**src/hw/rtl/lbrp_pkg.sv**
```systemverilog
// Package for the log-bucket relative position index block.
// Holds field widths, parameter defaults and the elaboration-time functions
// that fill the log bucket ROM. No dependencies.
package lbrp_pkg;

  localparam int POS_W        = 9;
  localparam int OUT_W        = 19;
  localparam int MAX_DIST     = (2 ** POS_W) - 1;
  localparam int BUCKETS_DEF  = 256;
  localparam int MAX_REL_DEF  = 512;

  // Base-2 logarithm in fixed point: integer part from bit 32 up, 32 fraction
  // bits, truncated. Evaluated at elaboration only.
  function automatic longint log2_fix(input int unsigned v);
    int unsigned t;
    int          e;
    logic [127:0] m;
    logic [63:0]  frac;
    t    = v;
    e    = 0;
    frac = '0;
    if (v == 0) begin
      return 0;
    end
    while (t > 1) begin
      t = t >> 1;
      e = e + 1;
    end
    m = 128'(v) << (31 - e);
    for (int i = 0; i < 32; i++) begin
      m    = (m * m) >> 31;
      frac = frac << 1;
      if (m >= (128'd1 << 32)) begin
        frac = frac | 64'd1;
        m    = m >> 1;
      end
    end
    return longint'((64'(e) << 32) | frac);
  endfunction

  // Unsigned restoring division, used at elaboration when filling the ROM.
  function automatic logic [63:0] udiv(input logic [63:0] n, input logic [63:0] d);
    logic [63:0] q;
    logic [64:0] r;
    q = '0;
    r = '0;
    for (int i = 63; i >= 0; i--) begin
      r = {r[63:0], n[i]};
      if (r >= {1'b0, d}) begin
        r    = r - {1'b0, d};
        q[i] = 1'b1;
      end
    end
    return q;
  endfunction

  // Signed bucket magnitude for a distance magnitude a above half the bucket
  // count, saturated to +/- buckets since the clamp makes larger values equal.
  function automatic int bucket_mag(input int a, input int buckets, input int max_rel);
    int     mid;
    int     r;
    longint lmid;
    longint num;
    longint den;
    longint p;
    longint n;
    longint mag;
    mid  = buckets >>> 1;
    r    = (max_rel > 1) ? (max_rel - 1) : 1;
    lmid = log2_fix(int'(mid));
    num  = log2_fix(a) - lmid;
    den  = log2_fix(r) - lmid;
    p    = longint'(mid - 1) * num;
    if (den > 0) begin
      n = longint'(udiv(64'(p + den - 1), 64'(den)));
    end else if (den < 0) begin
      n = -longint'(udiv(64'(p), 64'(-den)));
    end else begin
      n = 0;
    end
    mag = n + longint'(mid);
    if (mag > longint'(buckets)) begin
      mag = longint'(buckets);
    end
    if (mag < -longint'(buckets)) begin
      mag = -longint'(buckets);
    end
    return int'(mag);
  endfunction

endpackage

```
**src/hw/rtl/log_bucket_relative_position_index.sv**
```systemverilog
// An accepted transfer is registered in stage one (vld1), then in the result registers that raise done.
// Throughput: one index pair per cycle; busy is always low.
// The first stage reads the log bucket ROM, the second forms the addresses.
// Reset (synchronous) empties the pipeline and sets log_bucket_enable to 1.
// The receiver cannot stall: each result stands for exactly one cycle.
module log_bucket_relative_position_index #(
  parameter int BUCKETS = lbrp_pkg::BUCKETS_DEF,
  parameter int MAX_REL = lbrp_pkg::MAX_REL_DEF
) (
  input  logic                       clk,
  input  logic                       rst,
  input  logic                       start,
  output logic                       busy,
  input  logic                       cfg_write,
  input  logic                       cfg_data,
  input  logic [lbrp_pkg::POS_W-1:0] query_pos,
  input  logic [lbrp_pkg::POS_W-1:0] key_pos,
  output logic                       done,
  output logic [lbrp_pkg::OUT_W-1:0] c2p_index,
  output logic [lbrp_pkg::OUT_W-1:0] p2c_index
);
  import lbrp_pkg::*;

  localparam int MID       = BUCKETS / 2;
  localparam int ROM_DEPTH = (MAX_DIST > MID) ? (MAX_DIST - MID) : 1;
  localparam int IDX_W     = (ROM_DEPTH > 1) ? $clog2(ROM_DEPTH) : 1;
  localparam int MAG_W     = $clog2(BUCKETS + 1) + 1;
  localparam int MID_W     = $clog2(MID + 2) + 1;
  localparam int CMP_W     = (MID_W > POS_W + 1) ? MID_W : POS_W + 1;

  logic                    log_bucket_enable;
  logic signed [POS_W:0]   dist_in;
  logic [POS_W-1:0]        amag_in;
  logic                    near_in;
  logic [IDX_W-1:0]        rom_addr;

  logic                    vld1;
  logic [POS_W-1:0]        q1;
  logic [POS_W-1:0]        k1;
  logic signed [POS_W:0]   dist1;
  logic                    near1;
  logic                    bucket_en1;
  logic signed [MAG_W-1:0] mag1;

  assign busy = 1'b0;

  always_comb begin
    dist_in = $signed({1'b0, query_pos}) - $signed({1'b0, key_pos});
    amag_in = dist_in[POS_W] ? POS_W'(-dist_in) : dist_in[POS_W-1:0];
    near_in = CMP_W'(amag_in) <= CMP_W'(MID);
    // Distances at or below the midpoint bypass the ROM; park the address.
    if (near_in) begin
      rom_addr = '0;
    end else begin
      rom_addr = IDX_W'(CMP_W'(amag_in) - CMP_W'(MID + 1));
    end
  end

  always_ff @(posedge clk) begin
    if (rst) begin
      log_bucket_enable <= 1'b1;
      vld1              <= 1'b0;
    end else begin
      if (cfg_write) begin
        log_bucket_enable <= cfg_data;
      end
      vld1 <= start && !busy;
    end
  end

  // Each transfer carries the mode that was set when it was accepted.
  always_ff @(posedge clk) begin
    q1         <= query_pos;
    k1         <= key_pos;
    dist1      <= dist_in;
    near1      <= near_in;
    bucket_en1 <= log_bucket_enable;
  end

  lbrp_rom #(
    .BUCKETS (BUCKETS),
    .MAX_REL (MAX_REL)
  ) u_rom (
    .clk  (clk),
    .addr (rom_addr),
    .mag  (mag1)
  );

  lbrp_addr #(
    .BUCKETS (BUCKETS),
    .MAX_REL (MAX_REL)
  ) u_addr (
    .clk       (clk),
    .rst       (rst),
    .vld       (vld1),
    .bucket_en (bucket_en1),
    .query_pos (q1),
    .key_pos   (k1),
    .rel_dist  (dist1),
    .near      (near1),
    .mag       (mag1),
    .done      (done),
    .c2p_index (c2p_index),
    .p2c_index (p2c_index)
  );

`ifndef NO_ASSERTIONS
  a_accept_gives_done : assert property (@(posedge clk) disable iff (rst)
    (start && !busy) |-> ##2 done)
    else $error("accepted transfer produced no result strobe");

  a_done_has_source : assert property (@(posedge clk) disable iff (rst)
    done |-> $past(start && !busy, 2))
    else $error("result strobe without an accepted transfer");

  a_stage_follows_accept : assert property (@(posedge clk) disable iff (rst)
    vld1 |-> ($past(start) && !$past(busy)))
    else $error("pipeline stage valid without an accepted transfer");
`endif

endmodule

```
**src/hw/rtl/lbrp_rom.sv**
```systemverilog
// Constant log bucket ROM with a registered read port.
// Entries are computed at elaboration from lbrp_pkg::bucket_mag.
module lbrp_rom #(
  parameter int BUCKETS = lbrp_pkg::BUCKETS_DEF,
  parameter int MAX_REL = lbrp_pkg::MAX_REL_DEF,
  localparam int MID       = BUCKETS / 2,
  localparam int ROM_DEPTH = (lbrp_pkg::MAX_DIST > MID) ? (lbrp_pkg::MAX_DIST - MID) : 1,
  localparam int IDX_W     = (ROM_DEPTH > 1) ? $clog2(ROM_DEPTH) : 1,
  localparam int MAG_W     = $clog2(BUCKETS + 1) + 1
) (
  input  logic                    clk,
  input  logic [IDX_W-1:0]        addr,
  output logic signed [MAG_W-1:0] mag
);
  import lbrp_pkg::*;

  logic signed [MAG_W-1:0] rom_data [ROM_DEPTH];

  // Entry i holds the bucket for distance magnitude MID + 1 + i.
  for (genvar i = 0; i < ROM_DEPTH; i++) begin : g_entry
    localparam int ENTRY = bucket_mag(i + MID + 1, BUCKETS, MAX_REL);
    assign rom_data[i] = MAG_W'(ENTRY);
  end

  always_ff @(posedge clk) begin
    mag <= rom_data[addr];
  end

endmodule

```
**src/hw/rtl/lbrp_addr.sv**
```systemverilog
// Output stage: selects the bucket, offsets and clamps it, and forms both
// gather addresses into the result registers. Depends on lbrp_pkg.
module lbrp_addr #(
  parameter int BUCKETS = lbrp_pkg::BUCKETS_DEF,
  parameter int MAX_REL = lbrp_pkg::MAX_REL_DEF,
  localparam int MAG_W = $clog2(BUCKETS + 1) + 1
) (
  input  logic                          clk,
  input  logic                          rst,
  input  logic                          vld,
  input  logic                          bucket_en,
  input  logic [lbrp_pkg::POS_W-1:0]    query_pos,
  input  logic [lbrp_pkg::POS_W-1:0]    key_pos,
  input  logic signed [lbrp_pkg::POS_W:0] rel_dist,
  input  logic                          near,
  input  logic signed [MAG_W-1:0]       mag,
  output logic                          done,
  output logic [lbrp_pkg::OUT_W-1:0]    c2p_index,
  output logic [lbrp_pkg::OUT_W-1:0]    p2c_index
);
  import lbrp_pkg::*;

  localparam int MAX_SPAN = (BUCKETS > MAX_REL) ? BUCKETS : MAX_REL;
  localparam int MAX_B    = (BUCKETS > (2 ** POS_W)) ? BUCKETS : (2 ** POS_W);
  localparam int V_W      = $clog2(MAX_SPAN + MAX_B + 1) + 1;
  localparam int CL_W     = $clog2(2 * MAX_SPAN);

  logic signed [V_W-1:0] b;
  logic signed [V_W-1:0] span;
  logic signed [V_W-1:0] v;
  logic signed [V_W-1:0] v_hi;
  logic [CL_W-1:0]       v_clamp;
  logic [OUT_W-1:0]      rows_sel;
  logic [OUT_W-1:0]      c2p_next;
  logic [OUT_W-1:0]      p2c_next;

  always_comb begin
    if (bucket_en && !near) begin
      b = rel_dist[POS_W] ? -V_W'(mag) : V_W'(mag);
    end else begin
      b = V_W'(rel_dist);
    end
    span = bucket_en ? V_W'(BUCKETS) : V_W'(MAX_REL);
    v    = b + span;
    v_hi = (span <<< 1) - V_W'(1);
    priority if (v > v_hi) begin
      v_clamp = CL_W'(v_hi);
    end else if (v < 0) begin
      v_clamp = '0;
    end else begin
      v_clamp = CL_W'(v);
    end
    rows_sel = bucket_en ? OUT_W'(2 * BUCKETS) : OUT_W'(2 * MAX_REL);
    // Products wrap to the address width, as the flat address does.
    c2p_next = OUT_W'(v_clamp) + OUT_W'(OUT_W'(query_pos) * rows_sel);
    p2c_next = OUT_W'(v_clamp) + OUT_W'(OUT_W'(key_pos) * rows_sel);
  end

  always_ff @(posedge clk) begin
    if (rst) begin
      done <= 1'b0;
    end else begin
      done <= vld;
    end
  end

  always_ff @(posedge clk) begin
    c2p_index <= c2p_next;
    p2c_index <= p2c_next;
  end

`ifndef NO_ASSERTIONS
  // Both addresses share the clamped bucket, so they differ by rows * (q - k).
  a_addr_delta : assert property (@(posedge clk) disable iff (rst)
    vld |=> (c2p_index - p2c_index) == OUT_W'($past($signed({1'b0, rows_sel}) * rel_dist)))
    else $error("c2p and p2c addresses do not differ by rows times distance");
`endif

endmodule

```
**config.mk**
```make
export PLATFORM = sky130hd
export DESIGN_NAME = log_bucket_relative_position_index
export DESIGN_NICKNAME = d
export VERILOG_FILES = /design/src/hw/rtl/lbrp_pkg.sv /design/src/hw/rtl/log_bucket_relative_position_index.sv /design/src/hw/rtl/lbrp_rom.sv /design/src/hw/rtl/lbrp_addr.sv
export SDC_FILE = /design/constraint.sdc
export NUM_CORES = 1
export LEC_CHECK = 0
export ABC_AREA = 0
export BUFFER_PORTS_ARGS = -buffer_cell sky130_fd_sc_hd__buf_2
export CORE_AREA = 3 3 114 89
export CTS_BUF_LIST = sky130_fd_sc_hd__clkbuf_2 sky130_fd_sc_hd__clkbuf_4 sky130_fd_sc_hd__clkbuf_8
export CTS_CLUSTER_DIAMETER = 40
export DETAILED_ROUTE_END_ITERATION = 12
export DIE_AREA = 0 0 117 92
export PLACE_DENSITY_LB_ADDON = 0.05
export SLEW_MARGIN = 20
export SYNTH_ARGS = -nofsm -noshare
export SYNTH_HDL_FRONTEND = slang
export SYNTH_HIERARCHICAL = 1
export SYNTH_SLANG_ARGS = --single-unit
```
**constraint.sdc**
```tcl
create_clock -name clk -period 15.6 [get_ports clk]
set_input_delay 3.12 -clock clk [delete_from_list [all_inputs] [get_ports clk]]
set_output_delay 3.12 -clock clk [all_outputs]
set_load 0.005 [all_outputs]
```
==> flow_summary.yaml, run 1 <==
synthesis:
  synth-seq-cells: 69
  synthTopCellsByArea: "dfxtp_1 (23%), ha_1 (15%), xnor2_1 (3.5%)"
  synthArstFlopShare: 0
  avgSynthCellArea_um2: 8.44
  yosysSeqAreaShare: 0.230
  ys_warn_count: 6
  synth.most_common_cell: "ha_1"
  ys_types: 89
  synthTopCellsByCount: "ha_1 (71), dfxtp_1 (69), nor2_1 (42), a21oi_1 (41), nand2_1 (39)"
  post-synth-top-area-fraction: 0.230
  synth-main-ff-cell: "dfxtp_1"
  synth_cells: 712
  synth_edf_count: 0
  yosysTopAreaCell: "dfxtp_1"
  syn_area_um2: 6010
global_route:
  grt_max_degree: 61
  track_usage: 0.279
  antenna_found_initial: 0
  grt_pass1_wl_mm: 24.1
  grt_pass1_vias: 4925
  gr-total-overflow: 0
clock_network:
  clock_latency_ns: 0.36
  path_clk_slew_ns: 0.08
  clock-sinks: 69
  cts_root_buffer: "clkbuf_8"
  tritoncts: "yes"
  cts.path.max_buffers: 2
  cts_setup_buffers: 0
  ctsResizeCount: 0
  htreeDepth: 3
  cts_made_buffers: 9
  ctsHoldBuffers: 0
layout:
  seq_area_um2: 1380
  drive_above_1_share: 0.170
  antenna_cells: 0
  num-fill-cells: 699
  final_nets: 837
  multi_input_area_um2: 4200
  stdcell_count: 858
  syn_to_final_growth_pct: 7.87
detailed_routing:
  wirelength_mm: 14.8
  final_antenna_net_count: 0
  viasPerCell: 6.30
  first_iter_violations: 562
  drc: 0
  routed-via-count: 5407
  first_pass_iters: 6
  post_drt_wl_per_cell_um: 17.2
pwr:
  clkPwrFrac: 0.168
  netSwitchingPower_uw: 497
  power_density_nw_per_um2: 170
  pwr-share-comb: 0.603
  intPower_uw: 604
  switching_share: 0.451
  seqPwrFrac: 0.229
  leakagePower_uw: 0.00292
  p_total_uw: 1100
  ir_drop_mv: 0.0998
worst_setup_path:
  cp_slowest_stage_delay_ns: 0.58
  critPathSlowestCell: "a211oi_4"
  end_kind: "flop"
  cpLargestDelayFamily: "simple AND/OR/NAND/NOR gates"
  cp_max_fo: 18
  reg2reg_slack_ns: 10.72
  required_ns: 15.83
  crit_chain: "buf_2, inv_1, ha_1, inv_1, fa_1, xnor2_2, nand3_1, o21ai_0, nand2_1, mux2i_1, nand4b_1, a211oi_4, nor2_1, buf_4, inv_1, ha_1, nand2b_1, mux4_2, o21ai_0, or4_1, nand4_1"
  cp.depth: 21
  r2r.worst_path.cells: 20
  r2r-start: "bucket_en1"
  critical_path_buf_inv_count: 5
  crit_top_cell: "inv_1"
  critPathLaunchType: "input pin"
  r2r_end: "u_addr/p2c_index[18]"
  worstPathArrival_ns: 8.24
  critPathKind: "in2reg"
place:
  gp_congestion: 0.998
  dp.cells: 842
  dp.final_hpwl_mm: 10.8
  io_buffer_count: 61
timing:
  skew_ns: 0.00960
  whs_ns: 0.355
  tightest_slew_ns: 0.920
  finalCriticalPeriod_ns: 8.00
  setup_viol: 0
  relSlewSlack: 0.387
  max_freq_mhz: 125
  finalMaxSlewViolations: 0
  fin_setup_tns_ns: 0
  rsz0062_at_grt: "false"
  post-route-period-util: 0.513
  final_hold_viol_count: 0
outcome:
  status: "finished, final reports clean"
worst_hold_path:
  hp-class: "reg2reg"
  min_to: "bucket_en1"
  min_path_cells: 0
  min-delay-start: "log_bucket_enable"
floorplanning:
  row_count: 30
  pin_count: 63
  die_area_um2: 10800
  die-width_um: 117
  start_util: 0.667
  dieHeight_um: 92
  core_area_um2: 9010
run:
  maxCapViolations: 0
## area by class of cell
type                       count  share of cell area
multi-input combinational    554               0.648
clock inverter                 5              0.0166
inverter                      39              0.0226
tap                          112              0.0216
timing repair buffer          68              0.0552
clock buffer                  11              0.0224
sequential                    69               0.213
## placed cells by master (no fill, tap or decap), types with 14 or more instances in the layout
cell / synthesis / final
ha_1: 71 / 71
dfxtp_1: 69 / 69
buf_2: 19 / 61
a21oi_1: 41 / 40
nand2_1: 39 / 39
nor2_1: 42 / 39
o21ai_0: 37 / 37
inv_1: 36 / 36
nor2b_1: 33 / 33
xnor2_1: 24 / 24
nand2b_1: 16 / 16
and2_1: 15 / 15
nand3_1: 14 / 14
## routing by layer
metal,share of wire,GRT usage,vias to the layer above
met5,0,0,-
met2,0.44,0.420,246
met4,0.019,0.0735,0
met3,0.095,0.0851,34
met1,0.45,0.386,2494
li1,-,-,2633
## power by group through the flow
stage	clock [uW]	sequential, uW	combinational [uW]
floorplan	0	253	514
global placement	0	255	629
detailed placement	0	256	643
CTS	189	252	647
global route	198	259	728
finish	185	252	664
## logic make-up (layout without fill, tap and decap cells)
| logic type | Yosys count | after routing | synth area share |
|---|---|---|---|
| AO/OA/AOI/OAI | 200 | 200 | 0.243 |
| other | 4 | 9 | 0.00250 |
| flip-flops | 69 | 69 | 0.230 |
| buffers and inverters | 94 | 123 | 0.0764 |
| adder cells (fa/ha/maj) | 73 | 73 | 0.155 |
| XOR/XNOR | 35 | 35 | 0.0535 |
| multiplexers | 24 | 24 | 0.0485 |
| AND/OR/NAND/NOR | 213 | 213 | 0.191 |
## through the flow
step	cell area [um2]	util	setup slack [ns]
detailed placement	6230	0.691	7.40
CTS	6480	0.719	7.74
finish	6480	0.719	7.60
floorplan	6030	-	8.16
global placement	6230	0.691	7.68
global route	6480	0.719	7.21
## flip-flops by register name (all words and copies together), names as in the netlist, 7 cells and up
signal / cells
q1: 9
dist1: 10
k1: 9
u_addr/c2p_index: 10
u_addr/p2c_index: 19
u_rom/mag: 7
## worst max-delay path by stage
stage	from	end	slack [ns]
finish	query_pos[0]	u_rom/mag[0]	7.60
detailed placement	query_pos[0]	u_rom/mag[0]	7.40
floorplan	query_pos[0]	u_rom/mag[0]	8.16
global placement	query_pos[0]	u_rom/mag[2]	7.68
global route	query_pos[0]	u_rom/mag[0]	7.21
CTS	query_pos[0]	u_rom/mag[0]	7.74
Note: power is estimated with default switching activity, not from simulation.
==> run 2, diff against run 1 <==
- CORE_AREA: 3 3 114 89 -> 3 3 118 92
- DIE_AREA: 0 0 117 92 -> 0 0 121 95
- clock period: 15.6 -> 7.6 ns (I/O delays scaled with it)
==> run 2 against run 1 <==
Register-to-register slack worse by 8.0 ns. Worst setup slack worse by 6.5 ns. Routed wire length is 5.7% higher. Die area is 6.8% higher. Clock power is 97% higher. Sequential power is 110% higher. Non-clock buffer count is 4 higher. Count of clock-buffer cells in the layout is 2 lower. Via count is 1.5% higher. Highest routed layer unchanged.
==> flow_summary.yaml, run 2 (synthesized netlist as in run 1, its figures left out) <==
outcome:
  status: "finished, final reports clean"
worst_setup_path:
  crit_top_cell: "inv_1"
  crit_chain: "buf_2, inv_1, ha_1, inv_1, fa_1, xnor2_2, nand3_1, o21ai_0, nand2_1, mux2i_1, nand4b_1, a211oi_4, nor2_1, inv_1, ha_1, nand2b_1, mux4_2, o21ai_0, or4_1, nand4_1"
  critPathKind: "in2reg"
  critical_path_buf_inv_count: 4
  cp_slowest_stage_delay_ns: 0.58
  critPathSlowestCell: "a211oi_4"
  cpLargestDelayFamily: "simple AND/OR/NAND/NOR gates"
  end_kind: "flop"
  critPathLaunchType: "input pin"
  cp_max_fo: 11
  worstPathArrival_ns: 6.71
  required_ns: 7.84
pwr:
  seqPwrFrac: 0.226
  clkPwrFrac: 0.158
  pwr-share-comb: 0.616
  ir_drop_mv: 0.190
  power_density_nw_per_um2: 352
  switching_share: 0.461
  leakagePower_uw: 0.00293
  intPower_uw: 1240
  netSwitchingPower_uw: 1060
place:
  gp_congestion: 1.00
  dp.cells: 866
  io_buffer_count: 61
  dp.final_hpwl_mm: 11.8
timing:
  skew_ns: 0.0188
  post-route-period-util: 0.851
  tightest_slew_ns: 0.969
  setup_viol: 0
  fin_setup_tns_ns: 0
  rsz0062_at_grt: "false"
  finalCriticalPeriod_ns: 6.47
  relSlewSlack: 0.354
  max_freq_mhz: 155
  final_hold_viol_count: 0
  finalMaxSlewViolations: 0
floorplanning:
  die-width_um: 121
  dieHeight_um: 95
  pin_count: 63
  die_area_um2: 11500
  start_util: 0.622
  core_area_um2: 9660
  row_count: 31
layout:
  final_nets: 841
  largest-register: "u_addr/p2c_index"
  top_regs: "u_addr/p2c_index: 19 flops, dist1: 10 flops, u_addr/c2p_index: 10 flops"
  layout_commonest_cell: "ha_1"
  syn_to_final_growth_pct: 8.50
  drive_above_1_share: 0.174
  final_cell_mix: "ha_1 (71), dfxtp_1 (69), buf_2 (61)"
  stdcell_count: 881
  antenna_cells: 0
  largest_register_ffs: 19
clock_network:
  clock-sinks: 69
  tritoncts: "yes"
  cts_root_buffer: "clkbuf_8"
  cts_setup_buffers: 0
  ctsHoldBuffers: 0
  ctsResizeCount: 0
  clock_latency_ns: 0.36
  htreeDepth: 3
  cts.path.max_buffers: 2
  path_clk_slew_ns: 0.09
  cts_made_buffers: 9
run:
  maxCapViolations: 0
global_route:
  antenna_found_initial: 0
  grt_max_degree: 38
  track_usage: 0.279
  grt_pass1_wl_mm: 25.5
  gr-total-overflow: 0
  grt_pass1_vias: 5081
detailed_routing:
  viasPerCell: 6.23
  first_pass_iters: 5
  drc: 0
  routed-via-count: 5486
  post_drt_wl_per_cell_um: 17.7
  wirelength_mm: 15.6
  first_iter_violations: 659
  final_antenna_net_count: 0
worst_hold_path:
  hp-class: "reg2reg"
-- run 2: layer usage --
layer  vias up  part of all wire  global-route usage
met5         -                 0                   0
met4         0             0.010              0.0623
met3        18              0.12              0.0892
met2       291              0.42               0.411
met1      2543              0.45               0.396
li1       2634                 -                   -
-- run 2: path summary, 6_finish.rpt --
check / startpoint / to / slack (ns) / cells after the start
max: query_pos[0] / u_rom/mag[0] / 1.13 / 20
min: log_bucket_enable / bucket_en1 / 0.35 / 0
max reg2reg: bucket_en1 / u_addr/c2p_index[18] / 2.68 / 20
min reg2reg: log_bucket_enable / bucket_en1 / 0.35 / 0
-- run 2: stage by stage --
stage | worst slack [ns] | hold WS [ns] | util | total power [uW] | instance area, um2
after CTS | 1.40 | 0.356 | 0.675 | 2260 | 6520
after detailed placement | 1.00 | 0.341 | 0.650 | 1890 | 6280
final | 1.13 | 0.354 | 0.675 | 2300 | 6520
after floorplan | 1.76 | 0.324 | - | 1570 | 6030
after global routing | 0.819 | 0.368 | 0.675 | 2460 | 6520
after global placement | 1.16 | 0.335 | 0.650 | 1880 | 6280
-- run 2: power groups by stage --
stage               logic (uW)  registers, uW  clock network, uW
detailed placement        1360            528                  0
CTS                       1370            520                373
floorplan                 1050            519                  0
global route              1540            530                390
finish                    1410            519                364
global placement          1350            525                  0
-- run 2: worst register-to-register path: stages (launching register included) --
cell and delay (ns):
dfxtp_1 0.31, buf_4 0.31, or2b_1 0.48, nand2_1 0.14
o21ai_0 0.10, ha_1 0.27, ha_1 0.35, ha_1 0.29
o2111ai_1 0.13, nor4_1 0.26, nand4_1 0.15, a21oi_2 0.21
mux2i_1 0.55, ha_1 0.26, ha_1 0.19, ha_1 0.24
a21o_1 0.15, a21oi_1 0.10, inv_1 0.07, a31oi_1 0.10
xnor2_1 0.14
-- run 2: layout make-up --
class	count	area, um2
Clock inverter	6	111
Clock buffer	9	124
Multi-Input combinational cell	554	4200
Fill cell	799	3140
Timing Repair Buffer	72	388
Inverter	39	146
Sequential cell	69	1380
Tap cell	132	165
==> run 3, diff against run 2 <==
- ABC_CLOCK_PERIOD_IN_PS: default -> 7600
- BUFFER_PORTS_ARGS: -buffer_cell sky130_fd_sc_hd__buf_2 -> default
- CORE_AREA: 3 3 118 92 -> 3 3 114 89
- CTS_BUF_LIST: sky130_fd_sc_hd__clkbuf_2 sky130_fd_sc_hd__clkbuf_4 sky130_fd_sc_hd__clkbuf_8 -> sky130_fd_sc_hd__clkbuf_4
- DIE_AREA: 0 0 121 95 -> 0 0 117 92
- DONT_BUFFER_PORTS: default -> 1
==> run 3 against run 2 <==
Total power is 8.1% lower. Clock power is 26% lower. Clock skew is 0.0030 ns lower. Die area shrank 6.4%. Sequential share of layout area rose by 1.4 points. Count of clock-buffer cells in the layout unchanged. Hold slack got worse by 0.0012 ns. Cell area fell by 6.3%. Global-route usage grew 0.58 points. Critical endpoint unchanged.
==> flow_summary.yaml, run 3 (synthesized netlist as in run 1, its figures left out) <==
global_route:
  grt_max_degree: 60
  track_usage: 0.285
  gr-total-overflow: 0
  grt_pass1_wl_mm: 24.5
  antenna_found_initial: 0
  grt_pass1_vias: 4805
worst_setup_path:
  r2r.worst_path.cells: 20
  crit_top_cell: "inv_1"
  cp_slowest_stage_delay_ns: 0.58
  cp_max_fo: 11
  cp.depth: 19
  critical_path_buf_inv_count: 3
  crit_start: "query_pos[0]"
  r2r-start: "bucket_en1"
  cpLargestDelayFamily: "simple AND/OR/NAND/NOR gates"
  critPathSlowestCell: "a211oi_4"
  worstPathArrival_ns: 6.61
  crit_chain: "inv_1, ha_1, inv_1, fa_1, xnor2_2, nand3_1, o21ai_0, nand2_1, mux2i_1, nand4b_1, a211oi_4, nor2_1, inv_1, ha_1, nand2b_1, mux4_2, o21ai_0, or4_1, nand4_1"
  critPathKind: "in2reg"
  critPathLaunchType: "input pin"
  end_kind: "flop"
  required_ns: 7.87
place:
  dp.final_hpwl_mm: 11.1
  gp_congestion: 0.960
  io_buffer_count: 0
floorplanning:
  core_area_um2: 9010
  row_count: 30
  die_area_um2: 10800
  dieHeight_um: 92
  die-width_um: 117
  start_util: 0.667
  pin_count: 63
timing:
  setup_viol: 0
  post-route-period-util: 0.834
  finalMaxSlewViolations: 0
  final_hold_viol_count: 0
  max_freq_mhz: 158
  tightest_slew_ns: 0.885
  skew_ns: 0.0159
  whs_ns: 0.353
  relSlewSlack: 0.410
  rsz0062_at_grt: "false"
  finalCriticalPeriod_ns: 6.34
  fin_setup_tns_ns: 0
layout:
  largest_register_ffs: 19
  drive_above_1_share: 0.0974
  largest-register: "u_addr/p2c_index"
  layout_commonest_cell: "ha_1"
  multi_input_area_um2: 4200
  final_nets: 779
  syn_to_final_growth_pct: 1.62
  num-fill-cells: 760
  top_regs: "u_addr/p2c_index: 19 flops, dist1: 10 flops, u_addr/c2p_index: 10 flops"
  seq_area_um2: 1380
  final_cell_mix: "ha_1 (71), dfxtp_1 (69), a21oi_1 (40)"
detailed_routing:
  drc: 0
  final_antenna_net_count: 0
  first_pass_iters: 5
  post_drt_wl_per_cell_um: 18.7
  viasPerCell: 6.57
  wirelength_mm: 15.0
  first_iter_violations: 557
  routed-via-count: 5260
clock_network:
  path_clk_slew_ns: 0.12
  ctsResizeCount: 0
  cts_setup_buffers: 0
  cts.path.max_buffers: 2
  tritoncts: "yes"
  ctsHoldBuffers: 0
  htreeDepth: 3
  clock_latency_ns: 0.44
  cts_root_buffer: "clkbuf_4"
  cts_made_buffers: 9
  clock-sinks: 69
pwr:
  p_total_uw: 2110
  leakagePower_uw: 0.00266
  ir_drop_mv: 0.173
  power_density_nw_per_um2: 346
worst_hold_path:
  min_path_cells: 0
  hp-class: "reg2reg"
  min-delay-start: "log_bucket_enable"
outcome:
  status: "finished, final reports clean"
run:
  maxCapViolations: 0
## run 3: cell count changes in the layout (fill, tap and decap cells not counted), sizes merged
cell / before / now
buf: 72 / 10
inv: 38 / 37
clkinvlp: 1 / 0
clkinv: 3 / 7
bufinv: 3 / 2
diode: 0 / 1
## run 3: power breakdown
| part | leakage [uW] | internal, uW | total [uW] | switching (uW) |
|---|---|---|---|---|
| registers | 0.000581 | 457 | 537 | 80.2 |
| logic | 0.00199 | 508 | 1300 | 794 |
| clock network | 0.0000850 | 132 | 271 | 139 |
| total | 0.00266 | 1100 | 2110 | 1010 |
## run 3: final timing paths
kind	end	slack, ns
worst max-delay path	u_rom/mag[0]	1.26
worst min-delay path	bucket_en1	0.35
worst max register to register	u_addr/p2c_index[18]	2.68
worst min register to register	bucket_en1	0.35
## run 3: layout make-up
| cell class | count | share of cell area |
|---|---|---|
| multi-input combinational | 554 | 0.688 |
| sequential | 69 | 0.226 |
| inverter | 39 | 0.0240 |
| tap | 112 | 0.0230 |
| clock inverter | 7 | 0.0148 |
| timing repair buffer | 10 | 0.0123 |
| clock buffer | 9 | 0.0111 |
| antenna | 1 | 0.000410 |
## run 3: metrics by stage
step           instance area, um2   util  setup WS, ns  std cells
2_1_floorplan                6030      -          1.76        717
3_3_place_gp                 5940  0.660          1.25        784
3_5_place_dp                 5940  0.660         0.951        784
4_1_cts                      6100  0.677          1.41        800
5_1_grt                      6100  0.677         0.964        800
6_report                     6100  0.678          1.26        801
## run 3: per-layer routing
layer	GRT usage	share of wire
met5	0	0
met4	0.0840	0.017
met3	0.0831	0.091
met2	0.407	0.43
met1	0.410	0.46
